$ cat config.mk
export PLATFORM = sky130hd
export DESIGN_NAME = primitive_index_assembler_flat
export DESIGN_NICKNAME = d
export VERILOG_FILES = /design/src/rtl/core/pia_pkg.sv /design/src/rtl/core/pia_vtx_if.sv /design/src/rtl/core/pia_prim_if.sv /design/src/rtl/core/pia_prim_queue.sv /design/src/rtl/core/primitive_index_assembler.sv /design/src/flat_wrapper.sv
export SDC_FILE = /design/constraint.sdc
export NUM_CORES = 1
export LEC_CHECK = 0
export CORE_AREA = 2 2 397 202
export DETAILED_ROUTE_END_ITERATION = 8
export DIE_AREA = 0 0 399 204
export DONT_BUFFER_PORTS = 1
export PLACE_DENSITY_LB_ADDON = 0.08
export SLEW_MARGIN = 20
export SYNTH_ARGS = -nofsm -noshare
export SYNTH_HDL_FRONTEND = slang
export SYNTH_SLANG_ARGS = --single-unit
$ cat constraint.sdc
create_clock -name clk_i -period 9.35 [get_ports clk_i]
set_input_delay 1.87 -clock clk_i [delete_from_list [all_inputs] [get_ports clk_i]]
set_output_delay 1.87 -clock clk_i [all_outputs]
set_load 0.03 [all_outputs]
$ cat src/rtl/core/pia_pkg.sv
// package for the primitive index assembler: topology and request codes,
// defaults for the index width and the depth of the result queue
// no dependencies
`timescale 1ns / 1ps

package pia_pkg;

  // default vertex index width
  localparam int INDEX_WIDTH_DEF = 16;

  // primitive total width
  localparam int TOTAL_WIDTH = 32;

  // result queue depth, room for a quad pair while one result waits
  localparam int QUEUE_DEPTH_DEF = 3;

  // maximum results caused by one vertex
  localparam int MAX_RESULTS = 2;

  // request codes
  typedef enum logic {
    REQ_VERTEX  = 1'b0,
    REQ_RESTART = 1'b1
  } req_e;

  // topology codes, the unused code falls to the points behavior
  typedef enum logic [2:0] {
    TOPO_TRI_LIST   = 3'd0,
    TOPO_TRI_STRIP  = 3'd1,
    TOPO_TRI_FAN    = 3'd2,
    TOPO_QUADS      = 3'd3,
    TOPO_LINE_LIST  = 3'd4,
    TOPO_LINE_STRIP = 3'd5,
    TOPO_POINTS     = 3'd6
  } topo_e;

  // push request from the assembler into the result queue
  typedef struct packed {
    logic [1:0] push_cnt;
  } queue_ctl_t;

  // queue status back to the assembler
  typedef struct packed {
    logic room;
  } queue_stat_t;

endpackage

$ cat src/rtl/core/pia_vtx_if.sv
// vertex event channel: valid/ready handshake with request, topology and
// batch start payload; no dependencies
`timescale 1ns / 1ps

interface pia_vtx_if;

  logic       valid;
  logic       ready;
  logic       req_type;
  logic [2:0] topology;
  logic       batch_start;

  modport source (
    output valid,
    output req_type,
    output topology,
    output batch_start,
    input  ready
  );

  modport sink (
    input  valid,
    input  req_type,
    input  topology,
    input  batch_start,
    output ready
  );

endinterface

$ cat src/rtl/core/pia_prim_if.sv
// primitive result channel: valid/ready handshake with three indices, line
// flag, last flag and running total; depends on pia_pkg for defaults
`timescale 1ns / 1ps

interface pia_prim_if #(
  parameter int INDEX_WIDTH = pia_pkg::INDEX_WIDTH_DEF
);

  logic                             valid;
  logic                             ready;
  logic [INDEX_WIDTH-1:0]           idx_first;
  logic [INDEX_WIDTH-1:0]           idx_second;
  logic [INDEX_WIDTH-1:0]           idx_third;
  logic                             is_line;
  logic                             last;
  logic [pia_pkg::TOTAL_WIDTH-1:0]  prim_total;

  modport source (
    output valid,
    output idx_first,
    output idx_second,
    output idx_third,
    output is_line,
    output last,
    output prim_total,
    input  ready
  );

  modport sink (
    input  valid,
    input  idx_first,
    input  idx_second,
    input  idx_third,
    input  is_line,
    input  last,
    input  prim_total,
    output ready
  );

endinterface

$ cat src/rtl/core/pia_prim_queue.sv
// shifting result queue: takes up to two entries per cycle, gives one
// entry per cycle from its head register while the output is ready; depends on pia_pkg
`timescale 1ns / 1ps

module pia_prim_queue #(
  parameter int WIDTH = 82,
  parameter int DEPTH = pia_pkg::QUEUE_DEPTH_DEF
) (
  input  logic                 clk_i,
  input  logic                 rst_ni,
  input  pia_pkg::queue_ctl_t  ctl_i,
  input  logic [WIDTH-1:0]     push_data0_i,
  input  logic [WIDTH-1:0]     push_data1_i,
  output pia_pkg::queue_stat_t stat_o,
  output logic                 out_valid_o,
  input  logic                 out_ready_i,
  output logic [WIDTH-1:0]     out_data_o
);
  import pia_pkg::*;

  localparam int CW = $clog2(DEPTH + 1);

  logic [WIDTH-1:0] slot_q [DEPTH];
  logic [WIDTH-1:0] slot_d [DEPTH];
  logic [CW-1:0]    occ_q, occ_d;
  logic [CW-1:0]    occ_keep;
  logic             pop;

  // head of queue drives the output
  assign out_valid_o = (occ_q != '0);
  assign out_data_o  = slot_q[0];
  assign pop         = out_valid_o & out_ready_i;

  // room for a full pair regardless of the output side
  assign stat_o.room = (occ_q <= CW'(DEPTH - MAX_RESULTS));

  // shift on pop, append new entries behind the kept ones
  always_comb begin
    occ_keep = occ_q - CW'(pop);
    occ_d    = occ_keep + CW'(ctl_i.push_cnt);
    for (int i = 0; i < DEPTH; i++) begin
      slot_d[i] = slot_q[i];
      if (i < int'(occ_keep)) begin
        if (pop && (i < DEPTH - 1)) begin
          slot_d[i] = slot_q[(i < DEPTH - 1) ? i + 1 : i];
        end
      end else if ((i == int'(occ_keep)) && (ctl_i.push_cnt != 2'd0)) begin
        slot_d[i] = push_data0_i;
      end else if ((i == int'(occ_keep) + 1) && (ctl_i.push_cnt == 2'd2)) begin
        slot_d[i] = push_data1_i;
      end
    end
  end

  // occupancy count
  always_ff @(posedge clk_i or negedge rst_ni) begin
    if (!rst_ni) begin
      occ_q <= '0;
    end else begin
      occ_q <= occ_d;
    end
  end

  // entry storage, no reset needed
  always_ff @(posedge clk_i) begin
    for (int i = 0; i < DEPTH; i++) begin
      slot_q[i] <= slot_d[i];
    end
  end

`ifndef NO_ASSERTIONS
  a_occ_bound: assert property (@(posedge clk_i) disable iff (!rst_ni)
    occ_q <= CW'(DEPTH))
    else $error("result queue overfilled");

  a_pair_room: assert property (@(posedge clk_i) disable iff (!rst_ni)
    (ctl_i.push_cnt == 2'd2) |-> (occ_q <= CW'(DEPTH - MAX_RESULTS)))
    else $error("pair pushed without room");

  a_drain: assert property (@(posedge clk_i) disable iff (!rst_ni)
    (pop && (occ_q == CW'(1)) && (ctl_i.push_cnt == 2'd0)) |=> (occ_q == '0))
    else $error("queue did not drain");

  a_pop_shift: assert property (@(posedge clk_i) disable iff (!rst_ni)
    (pop && (occ_q > CW'(1))) |=> (slot_q[0] == $past(slot_q[1])))
    else $error("queue head not advanced on pop");
`endif

endmodule

$ cat src/rtl/core/primitive_index_assembler.sv
// primitive index assembler: a result is written into the result queue when
// its vertex transaction is accepted and shows at the output from the queue's
// head register; one vertex is accepted every cycle while the result queue holds
// at most one entry, so a quad-completing vertex (two results) can hold the input back until the queue drains.
// reset (async, active low) clears counters, batch state and the queue.
// depends on pia_pkg, pia_vtx_if, pia_prim_if and pia_prim_queue
`timescale 1ns / 1ps

module primitive_index_assembler #(
  parameter int INDEX_WIDTH = pia_pkg::INDEX_WIDTH_DEF
) (
  input  logic      clk_i,
  input  logic      rst_ni,
  pia_vtx_if.sink   vtx_i,
  pia_prim_if.source prim_o
);
  import pia_pkg::*;

  localparam int IW      = INDEX_WIDTH;
  localparam int TW      = TOTAL_WIDTH;
  localparam int ENTRY_W = 3 * IW + 2 + TW;

  // architectural state
  logic [IW-1:0] nvi_q, nvi_d;
  logic [IW-1:0] base_q, base_d;
  logic [2:0]    kind_q, kind_d;
  logic [1:0]    phase_q, phase_d;
  logic [1:0]    seen_q, seen_d;
  logic          wind_q, wind_d;
  logic [TW-1:0] total_q, total_d;

  // effective batch state after a possible batch start
  logic [IW-1:0] base_eff;
  logic [2:0]    kind_eff;
  logic [1:0]    phase_eff;
  logic [1:0]    seen_eff;
  logic          wind_eff;

  logic          accept;
  logic          is_vertex;
  logic [IW-1:0] v, v_m1, v_m2, v_m3;

  // primitive fields for the two result slots
  logic [IW-1:0] p0_a, p0_b, p0_c, p1_a, p1_b, p1_c;
  logic          p_line, p0_last;
  logic [1:0]    n_res;

  queue_ctl_t       q_ctl;
  queue_stat_t      q_stat;
  logic [ENTRY_W-1:0] push0, push1, head;

  assign accept    = vtx_i.valid & vtx_i.ready;
  assign is_vertex = (vtx_i.req_type == REQ_VERTEX);
  assign vtx_i.ready = q_stat.room;

  assign v    = nvi_q;
  assign v_m1 = nvi_q - IW'(1);
  assign v_m2 = nvi_q - IW'(2);
  assign v_m3 = nvi_q - IW'(3);

  // batch start override
  always_comb begin
    if (vtx_i.batch_start) begin
      kind_eff  = vtx_i.topology;
      base_eff  = nvi_q;
      phase_eff = 2'd0;
      seen_eff  = 2'd0;
      wind_eff  = 1'b0;
    end else begin
      kind_eff  = kind_q;
      base_eff  = base_q;
      phase_eff = phase_q;
      seen_eff  = seen_q;
      wind_eff  = wind_q;
    end
  end

  // per-topology primitive assembly and next batch state
  always_comb begin
    n_res   = 2'd0;
    p0_a    = v_m2;
    p0_b    = v_m1;
    p0_c    = v;
    p1_a    = v_m2;
    p1_b    = v_m1;
    p1_c    = v;
    p_line  = 1'b0;
    p0_last = 1'b1;
    phase_d = phase_eff;
    wind_d  = wind_eff;
    case (kind_eff)
      TOPO_TRI_LIST: begin
        if (phase_eff >= 2'd2) begin
          n_res   = 2'd1;
          phase_d = 2'd0;
        end else begin
          phase_d = phase_eff + 2'd1;
        end
      end
      TOPO_TRI_STRIP: begin
        if (seen_eff >= 2'd2) begin
          n_res = 2'd1;
          if (wind_eff) begin
            p0_b = v;
            p0_c = v_m1;
          end
          wind_d = ~wind_eff;
        end
      end
      TOPO_TRI_FAN: begin
        if (seen_eff >= 2'd2) begin
          n_res = 2'd1;
          p0_a  = base_eff;
        end
      end
      TOPO_QUADS: begin
        if (phase_eff >= 2'd3) begin
          n_res   = 2'd2;
          p0_a    = v_m3;
          p0_b    = v_m2;
          p0_last = 1'b0;
          phase_d = 2'd0;
        end else begin
          phase_d = phase_eff + 2'd1;
        end
      end
      TOPO_LINE_LIST: begin
        p_line = 1'b1;
        p0_a   = v_m1;
        p0_b   = v;
        p0_c   = '0;
        if (phase_eff >= 2'd1) begin
          n_res   = 2'd1;
          phase_d = 2'd0;
        end else begin
          phase_d = phase_eff + 2'd1;
        end
      end
      TOPO_LINE_STRIP: begin
        p_line = 1'b1;
        p0_a   = v_m1;
        p0_b   = v;
        p0_c   = '0;
        if (seen_eff >= 2'd1) begin
          n_res = 2'd1;
        end
      end
      default: begin
        n_res = 2'd0;
      end
    endcase
  end

  // result entries and push control
  assign push0 = {p0_a, p0_b, p0_c, p_line, p0_last, total_q + TW'(1)};
  assign push1 = {p1_a, p1_b, p1_c, 1'b0, 1'b1, total_q + TW'(2)};
  assign q_ctl.push_cnt = (accept && is_vertex) ? n_res : 2'd0;

  // next state for restart and vertex transactions
  always_comb begin
    nvi_d   = nvi_q;
    base_d  = base_q;
    kind_d  = kind_q;
    seen_d  = seen_q;
    total_d = total_q;
    if (accept) begin
      if (!is_vertex) begin
        nvi_d   = '0;
        base_d  = '0;
        seen_d  = 2'd0;
        total_d = '0;
      end else begin
        nvi_d   = nvi_q + IW'(1);
        base_d  = base_eff;
        kind_d  = kind_eff;
        seen_d  = (seen_eff < 2'd2) ? seen_eff + 2'd1 : seen_eff;
        total_d = total_q + TW'(n_res);
      end
    end
  end

  // state registers
  always_ff @(posedge clk_i or negedge rst_ni) begin
    if (!rst_ni) begin
      nvi_q   <= '0;
      base_q  <= '0;
      kind_q  <= TOPO_TRI_LIST;
      phase_q <= 2'd0;
      seen_q  <= 2'd0;
      wind_q  <= 1'b0;
      total_q <= '0;
    end else begin
      nvi_q   <= nvi_d;
      base_q  <= base_d;
      kind_q  <= kind_d;
      seen_q  <= seen_d;
      total_q <= total_d;
      if (accept) begin
        phase_q <= is_vertex ? phase_d : 2'd0;
        wind_q  <= is_vertex ? wind_d : 1'b0;
      end
    end
  end

  // result queue
  pia_prim_queue #(
    .WIDTH (ENTRY_W),
    .DEPTH (QUEUE_DEPTH_DEF)
  ) u_queue (
    .clk_i        (clk_i),
    .rst_ni       (rst_ni),
    .ctl_i        (q_ctl),
    .push_data0_i (push0),
    .push_data1_i (push1),
    .stat_o       (q_stat),
    .out_valid_o  (prim_o.valid),
    .out_ready_i  (prim_o.ready),
    .out_data_o   (head)
  );

  // unpack head entry onto the output channel
  assign prim_o.idx_first  = head[ENTRY_W-1 -: IW];
  assign prim_o.idx_second = head[ENTRY_W-1-IW -: IW];
  assign prim_o.idx_third  = head[ENTRY_W-1-2*IW -: IW];
  assign prim_o.is_line    = head[TW+1];
  assign prim_o.last       = head[TW];
  assign prim_o.prim_total = head[TW-1:0];

`ifndef NO_ASSERTIONS
  a_restart_clear: assert property (@(posedge clk_i) disable iff (!rst_ni)
    (accept && !is_vertex) |=> ((nvi_q == '0) && (total_q == '0) && (base_q == '0)))
    else $error("restart did not clear counters");

  a_index_step: assert property (@(posedge clk_i) disable iff (!rst_ni)
    (accept && is_vertex) |=> (nvi_q == $past(nvi_q) + IW'(1)))
    else $error("vertex index did not advance");

  a_no_push_stalled: assert property (@(posedge clk_i) disable iff (!rst_ni)
    !vtx_i.ready |-> (q_ctl.push_cnt == 2'd0))
    else $error("push while input stalled");

  a_total_tracks: assert property (@(posedge clk_i) disable iff (!rst_ni)
    (accept && is_vertex) |=> (total_q == $past(total_q) + TW'($past(n_res))))
    else $error("primitive total out of step");
`endif

endmodule

$ cat src/flat_wrapper.sv
// flat-port wrapper written by rule: the top's interface ports become plain ports
module primitive_index_assembler_flat import pia_pkg::*;
#(
  parameter int INDEX_WIDTH = pia_pkg::INDEX_WIDTH_DEF
)
  (clk_i, rst_ni, vtx_i_valid, vtx_i_req_type, vtx_i_topology, vtx_i_batch_start, vtx_i_ready, prim_o_valid, prim_o_idx_first, prim_o_idx_second, prim_o_idx_third, prim_o_is_line, prim_o_last, prim_o_prim_total, prim_o_ready);
  pia_vtx_if vtx_i_i ();
  pia_prim_if #(.INDEX_WIDTH(INDEX_WIDTH)) prim_o_i ();
  input  logic clk_i;
  input  logic rst_ni;
  input wire logic [$bits(vtx_i_i.valid)-1:0] vtx_i_valid;
  input wire logic [$bits(vtx_i_i.req_type)-1:0] vtx_i_req_type;
  input wire logic [$bits(vtx_i_i.topology)-1:0] vtx_i_topology;
  input wire logic [$bits(vtx_i_i.batch_start)-1:0] vtx_i_batch_start;
  output wire logic [$bits(vtx_i_i.ready)-1:0] vtx_i_ready;
  output wire logic [$bits(prim_o_i.valid)-1:0] prim_o_valid;
  output wire logic [$bits(prim_o_i.idx_first)-1:0] prim_o_idx_first;
  output wire logic [$bits(prim_o_i.idx_second)-1:0] prim_o_idx_second;
  output wire logic [$bits(prim_o_i.idx_third)-1:0] prim_o_idx_third;
  output wire logic [$bits(prim_o_i.is_line)-1:0] prim_o_is_line;
  output wire logic [$bits(prim_o_i.last)-1:0] prim_o_last;
  output wire logic [$bits(prim_o_i.prim_total)-1:0] prim_o_prim_total;
  input wire logic [$bits(prim_o_i.ready)-1:0] prim_o_ready;
  assign vtx_i_i.valid = vtx_i_valid;
  assign vtx_i_i.req_type = vtx_i_req_type;
  assign vtx_i_i.topology = vtx_i_topology;
  assign vtx_i_i.batch_start = vtx_i_batch_start;
  assign vtx_i_ready = vtx_i_i.ready;
  assign prim_o_valid = prim_o_i.valid;
  assign prim_o_idx_first = prim_o_i.idx_first;
  assign prim_o_idx_second = prim_o_i.idx_second;
  assign prim_o_idx_third = prim_o_i.idx_third;
  assign prim_o_is_line = prim_o_i.is_line;
  assign prim_o_last = prim_o_i.last;
  assign prim_o_prim_total = prim_o_i.prim_total;
  assign prim_o_i.ready = prim_o_ready;
  primitive_index_assembler #(.INDEX_WIDTH(INDEX_WIDTH)) u_core (.clk_i(clk_i), .rst_ni(rst_ni), .vtx_i(vtx_i_i), .prim_o(prim_o_i));
endmodule
==> results of run 1 <==
-- cells by family after synthesis --
kind of cell / after synthesis
AND/OR/NAND/NOR: 783
AO/OA/AOI/OAI: 547
flip-flops: 320
buffers and inverters: 290
XOR/XNOR: 136
multiplexers: 38
adder cells (fa/ha/maj): 18
-- state kept, by name, summed over array words and instances, names as in the netlist --
signal,cells
u_core.base_q,16
u_core.u_queue.occ_q,2
u_core.kind_q,3
u_core.u_queue.slot_q,246
u_core.phase_q,2
u_core.wind_q,1
u_core.nvi_q,16
u_core.seen_q,2
u_core.total_q,32
-- worst max path at each step --
stage               slack (ns)         startpoint                            end
floorplan                 0.22       prim_o_ready  u_core.u_queue.slot_q[0][100]
CTS                       4.09  vtx_i_batch_start             u_core.total_q[21]
detailed placement        3.47  vtx_i_batch_start             u_core.total_q[21]
finish                    4.06  vtx_i_batch_start             u_core.total_q[21]
global placement          3.48  vtx_i_batch_start             u_core.total_q[21]
global route              3.73  vtx_i_batch_start             u_core.total_q[21]
-- cell usage in the layout (no fill, tap or decap), types with 6 or more instances in the layout --
| master | n |
|---|---|
| and4_1 | 7 |
| mux2i_1 | 28 |
| nand2b_1 | 9 |
| nor4_1 | 9 |
| a22o_1 | 11 |
| a221o_1 | 16 |
| xor2_1 | 51 |
| ha_1 | 17 |
| nand4_1 | 17 |
| nand3b_1 | 7 |
| edfxtp_1 | 246 |
| inv_1 | 26 |
| or3_1 | 11 |
| o21ai_1 | 6 |
| nand2_1 | 323 |
| a21oi_1 | 88 |
| a31oi_1 | 33 |
| o211ai_1 | 16 |
| nor2b_1 | 20 |
| nor3_1 | 36 |
| o31ai_1 | 14 |
| nand3_1 | 37 |
| nor2_1 | 235 |
| or4_1 | 9 |
| buf_4 | 50 |
| and2_1 | 8 |
| dfrtp_1 | 74 |
| clkinv_1 | 11 |
| o22ai_1 | 10 |
| o221ai_1 | 8 |
| xnor2_1 | 82 |
| a22oi_1 | 11 |
| a21o_1 | 12 |
| and3_1 | 26 |
| o21ai_0 | 258 |
| clkbuf_16 | 39 |
| mux2_2 | 8 |
| clkinv_2 | 8 |
| a221oi_1 | 9 |
| a211oi_1 | 13 |
-- final cells by class --
cell class / instances / area (um^2)
inverters: 27 / 101.3
well taps: 1050 / 1314
clock buffers: 42 / 987.2
diodes: 2 / 5.005
flip-flops and latches: 320 / 9239
multi-input cells: 1522 / 8810
fillers: 8308 / 57270
clock inverters: 28 / 217.7
repair buffers: 52 / 422.9
-- worst max-delay path, delay by kind of cell --
kind | cells | cell delay (ns)
adders and majority gates | 2 | 0.44
buffers and inverters | 2 | 0.29
xor gates and xnor gates | 1 | 0.17
AOI/OAI and AO/OA | 3 | 0.76
and+or+nand+nor | 8 | 2.14
-- power breakdown --
group	leakage [nW]	switching (W)	internal, W
combinational	3.61	0.00209	0.000770
clock	0.582	0.000693	0.000824
sequential	3.27	0.000598	0.00224
total	7.46	0.00338	0.00383
-- per-layer routing --
| layer | wire [um] | GRT usage, % |
|---|---|---|
| met5 | 12 | 0 |
| met2 | 26850 | 22.59 |
| met3 | 6435 | 4.735 |
| met4 | 960 | 3.102 |
| met1 | 42340 | 31.91 |
-- metrics by stage --
stage          instances  worst slack [ns]
2_1_floorplan       2132            0.2155
3_3_place_gp        2970             3.485
3_5_place_dp        2971             3.473
4_1_cts             3041             4.093
5_1_grt             3041             3.729
6_report            3043             4.063
==> impl_metrics.yaml, run 1 <==
logic_synthesis:
  synth_area_leaders: "edfxtp_1 38%, dfrtp_1 9.6%, o21ai_0 6.7%"
  yosys.area.top_type: "edfxtp_1"
  synth_top_family_by_area: "simple AND/OR/NAND/NOR gates"
  ys_types: 88
  synthSimpleGateAreaFrac_pct: 18.13
  synth_xor_area_share_pct: 6.186
  synth_area_um2: 19380
  synthTopCellsByCount: "324 x nand2_1, 261 x o21ai_0, 246 x edfxtp_1"
  synthArstFlopShare_pct: 23.13
  synth_nets: 2159
  ys.warnings.count: 0
  synth_compound_area_share_pct: 17.16
  ys_seq_area_share_pct: 47.68
  syn-instance-count: 2132
  synth_seq_cells: 320
  yosysTopAreaCellShare_pct: 38.12
  synth_most_common_cell: "nand2_1"
  synth_flop_cell: "edfxtp_1"
  syn_area_per_cell_um2: 9.088
  muxShareOfSynthArea_pct: 2.060
  post_synth_fa_ha_maj_area_fraction_pct: 1.201
  synth_edf_count: 246
cts:
  cts_tree: "yes"
  ctsHoldBuffers: 0
  clock_sink_count: 320
  cts_buffer_depth: 3
  clock_latency_ns: 0.59
  htreeDepth: 2
  cts_resized: 0
  clk_pin_slew_ns: 0.06
  clockRootBuffer: "clkbuf_16"
  post_cts_buffers: 0
  numCtsBuffers: 38
power:
  peakVddDrop_mv: 0.1930
  p_per_area_nw_per_um2: 341.8
  p_total_w: 0.007211
  leakagePower_nw: 7.462
sta:
  hold_slack_ns: 0.4793
  rsz0062_at_grt: "false"
  worst_slew_pin_slew_ns: 1.140
  fin_crit_sh_pct: 56.55
  hold_viol_final: 0
  slew_headroom_pct: 23.33
  fmax_ghz: 0.1891
  maxSlewViolCount: 0
  setup-tns-final_ns: 0
  final-setup-viol-count: 0
  layout_min_cycle_time_ns: 5.287
  finClkSkew_ns: 0.03407
worst_setup_path:
  cp_cell_sequence: "nor2b_1, inv_1, ha_1, nand2b_1, a211oi_1, o31ai_2, and2_1, inv_1, ha_1, a21o_1, nand4_1, nor3_1, nand3_1, nor4_1, xnor2_1, nor2_1"
  cp-start-kind: "primary input"
  r2r_cells: 12
  cp_slowest_cell: "nor3_1"
  critPathArrivalTime_ns: 5.70
  crit_required_ns: 9.76
  cp-end-kind: "flip-flop"
  max_stage_delay_ns: 0.45
  rr_endpoint: "u_core.u_queue.slot_q[0][171]"
  cp_max_fo: 58
  rrSetupSlack_ns: 4.35
  rr_startpoint: "u_core.u_queue.occ_q[1]"
  path_class: "in -> reg"
layout:
  final_util_pct: 26.92
  layout.nets: 1988
  area_growth_pct: 8.879
  drive_gt1_share_pct: 8.086
  final_area_um2: 21100
drt:
  wirelength_mm: 76.59
  ant_nets: 0
  drt_first_pass_iters: 5
  vias_per_cell: 5.125
  vias: 15596
  drcViolationCount: 0
  wl_per_cell_um: 25.17
  drt_iter0_drc: 1544
min_path:
  min-delay-start: "u_core.seen_q[0]"
  hp-class: "reg -> reg"
  min_to: "u_core.seen_q[0]"
  hold-path-cell-count: 2
global_route:
  grt_overflow: 0
  grt_max_degree: 90
  grt_pass1_wl_mm: 111.3
  grt_pass1_vias: 14825
  antenna_found_initial: 4
  track_usage_pct: 18.79
placed_design:
  placed_area_um2: 19890
  io_buffers: 0
  routabilityCongestion: 0.8516
  dp_hpwl_mm: 52.04
die:
  die_h_um: 204
  die_w_um: 399
  rows: 73
  core_um2: 78370
  io_pins: 93
  die-area_um2: 81400
  start_util_pct: 24.72
run:
  cap_violations: 0
outcome:
  status: "finished clean"
Power figures use the tool's default switching activity.
==> run 2: changes to the inputs <==
- ABC_AREA: default -> 1
- CORE_AREA: 2 2 397 202 -> 2 2 394 201
- DIE_AREA: 0 0 399 204 -> 0 0 396 203
- clock period: 9.35 -> 4.81 ns (I/O delays scaled with it)
==> run 2 against run 1 <==
Net effect: core utilization increased by 0.41 points; critical endpoint is now u_core.u_queue.slot_q[0][218]; final cell count increased by 9.1%; power increased by 100%; final area decreased by 0.68%; via count increased by 4.9%; clock skew decreased by 0.012 ns; largest power group unchanged; critical path type is now reg -> reg; sequential share of layout area increased by 0.30 points; register-to-register slack got worse by 3.4 ns; clock power increased by 99%.
==> impl_metrics.yaml, run 2 <==
logic_synthesis:
  synth_nets: 2386
  synth_area_leaders: "edfxtp_1 39%, nand2_1 17%, dfrtp_1 9.7%"
  ys.warnings.count: 0
  synthSimpleGateAreaFrac_pct: 29.09
  synth_seq_cells: 320
  synth_top_family_by_area: "simple AND/OR/NAND/NOR gates"
  synth_area_um2: 19040
  synth_compound_area_share_pct: 7.516
  synthTopCellsByCount: "846 x nand2_1, 290 x nand3_1, 246 x edfxtp_1"
  syn-instance-count: 2359
  synth_xor_area_share_pct: 4.139
  synth_flop_cell: "edfxtp_1"
  syn_area_per_cell_um2: 8.073
  synthArstFlopShare_pct: 23.13
  muxShareOfSynthArea_pct: 0
  synth_most_common_cell: "nand2_1"
  ys_seq_area_share_pct: 48.52
  ys_types: 49
  yosysTopAreaCellShare_pct: 38.79
  post_synth_fa_ha_maj_area_fraction_pct: 1.222
  synth_edf_count: 246
  yosys.area.top_type: "edfxtp_1"
sta:
  worst_slew_pin_slew_ns: 1.132
  rsz0062_at_grt: "false"
  fin_crit_sh_pct: 80.45
  finClkSkew_ns: 0.02244
  hold_viol_final: 0
  fmax_ghz: 0.2584
  layout_min_cycle_time_ns: 3.870
  final-setup-viol-count: 0
  maxSlewViolCount: 0
  setup-tns-final_ns: 0
  slew_headroom_pct: 24.04
placed_design:
  io_buffers: 0
  dp_hpwl_mm: 57.30
  routabilityCongestion: 0.9707
  placed_area_um2: 19710
  placed_cells: 3252
drt:
  wl_per_cell_um: 24.27
  drt_first_pass_iters: 5
  vias_per_cell: 4.927
  wirelength_mm: 80.57
  ant_nets: 0
  drcViolationCount: 0
  drt_iter0_drc: 1611
  vias: 16357
worst_setup_path:
  crit_required_ns: 5.13
  max_stage_delay_ns: 0.50
  path_class: "reg -> reg"
  cp-start-kind: "flip-flop"
  rr_startpoint: "u_core.u_queue.occ_q[1]"
  cp_slowest_cell: "buf_4"
  critPathArrivalTime_ns: 4.19
  r2r_cells: 14
  path_common_cell: "nand2_2"
  path_buf_inv: 5
  rr_endpoint: "u_core.u_queue.slot_q[0][218]"
  cp_max_fo: 45
  cp-end-kind: "flip-flop"
  crit_family: "buffers and inverters"
  rrSetupSlack_ns: 0.94
  cp_cell_sequence: "inv_1, nand2_2, nand2_8, inv_4, ha_4, or2_4, nand2_4, buf_4, nor2_1, nand2_2, clkinv_2, buf_12, nand2_1, o21ai_0"
die:
  io_pins: 93
  die_w_um: 396
  start_util_pct: 24.84
  core_um2: 76660
  die-area_um2: 80390
  rows: 72
  die_h_um: 203
outcome:
  status: "finished clean"
cts:
  htreeDepth: 2
  cts_resized: 0
  cts_tree: "yes"
  clock_latency_ns: 0.59
  numCtsBuffers: 37
  clockRootBuffer: "clkbuf_16"
  post_cts_buffers: 0
  clk_pin_slew_ns: 0.07
  clock_sink_count: 320
  ctsHoldBuffers: 0
  cts_buffer_depth: 3
layout:
  layout.nets: 2282
  final_area_um2: 20950
  layout.cells.non_filler: 3320
  drive_gt1_share_pct: 7.271
  final_util_pct: 27.33
  reg_top3: "u_core.u_queue.slot_q (246), u_core.total_q (32)"
  regMostFlops: "u_core.u_queue.slot_q"
  largest_register_ffs: 246
  final_cell_mix: "841 x nand2_1, 290 x nand3_1, 246 x edfxtp_1, 132 x inv_1, 119 x nor2_1"
  fill_cells: 8241
  area_growth_pct: 10.03
  final_common_cell: "nand2_1"
power:
  peakVddDrop_mv: 0.4724
  leakagePower_nw: 8.341
  p_per_area_nw_per_um2: 701.7
min_path:
  hp-class: "in -> async"
global_route:
  antenna_found_initial: 0
  grt_pass1_wl_mm: 115.6
  track_usage_pct: 19.85
  grt_max_degree: 83
  grt_pass1_vias: 15046
  grt_overflow: 0
run:
  cap_violations: 0
==> run 2: cell types whose count changed after synthesis, sizes merged, moves of 81 or more <==
cell,delta
o21ai,-133
nor2,-115
xnor2,-81
nand2,+531
nand3,+256
inv,+118
==> run 2: per-stage QoR <==
step,power (W),setup slack (ns),hold WS [ns]
2_1_floorplan,0.009345,-1.299,0.4534
3_3_place_gp,0.01167,0.8189,0.4937
3_5_place_dp,0.01167,0.8932,0.4836
4_1_cts,0.01478,0.8789,0.03068
5_1_grt,0.01562,0.7164,0.03876
6_report,0.01470,0.9403,0.07941
==> run 2: area by class of cell <==
class	count	area [um^2]	area share, %
tap	1036	1296	6.186
inverter	156	589.3	2.812
timing repair buffer	59	530.5	2.532
antenna	1	2.502	0.01194
clock buffer	47	1047	4.998
multi-input combinational	1681	8055	38.44
sequential	320	9239	44.09
clock inverter	20	193.9	0.9255
==> run 2: layer usage <==
metal  share of wire, %  global-route usage [%]
met4                1.1                   3.001
met2                 32                   21.92
met3                 11                   6.742
met1                 56                   34.30
met5                  0                       0
==> run 2: worst max path at each step <==
stage	from	endpoint	slack (ns)	cells after the start
2_1_floorplan	prim_o_ready	u_core.u_queue.slot_q[0][100]	-1.30	8
3_3_place_gp	vtx_i_topology[2]	u_core.u_queue.slot_q[0][79]	0.82	13
3_5_place_dp	vtx_i_topology[2]	u_core.u_queue.slot_q[0][62]	0.89	14
4_1_cts	u_core.u_queue.occ_q[1]	u_core.u_queue.slot_q[0][218]	0.88	14
5_1_grt	u_core.u_queue.occ_q[1]	u_core.u_queue.slot_q[0][165]	0.72	14
6_report	u_core.u_queue.occ_q[1]	u_core.u_queue.slot_q[0][218]	0.94	14
==> run 2: worst register-to-register path: cells and delay by family, from the launching register on <==
family / cells / cell delay, ns
buffers and inverters: 5 / 1.74
and+or+nand+nor: 7 / 1.24
DFF: 1 / 0.40
adders and majority gates: 1 / 0.15
AOI/OAI and AO/OA: 1 / 0.08
==> run 2: cells by family (layout without fill, tap and decap cells) <==
logic type	Yosys count	count (layout)
DFF	320	320
other	0	1
buffers and inverters	358	282
adders and majority gates	18	18
xor gates and xnor gates	90	90
AOI/OAI and AO/OA	252	252
and+or+nand+nor	1321	1321
==> run 2: report_power, final <==
part	internal (W)	switching, W
registers	0.00428	0.00106
clock network	0.00171	0.00132
logic	0.00155	0.00479
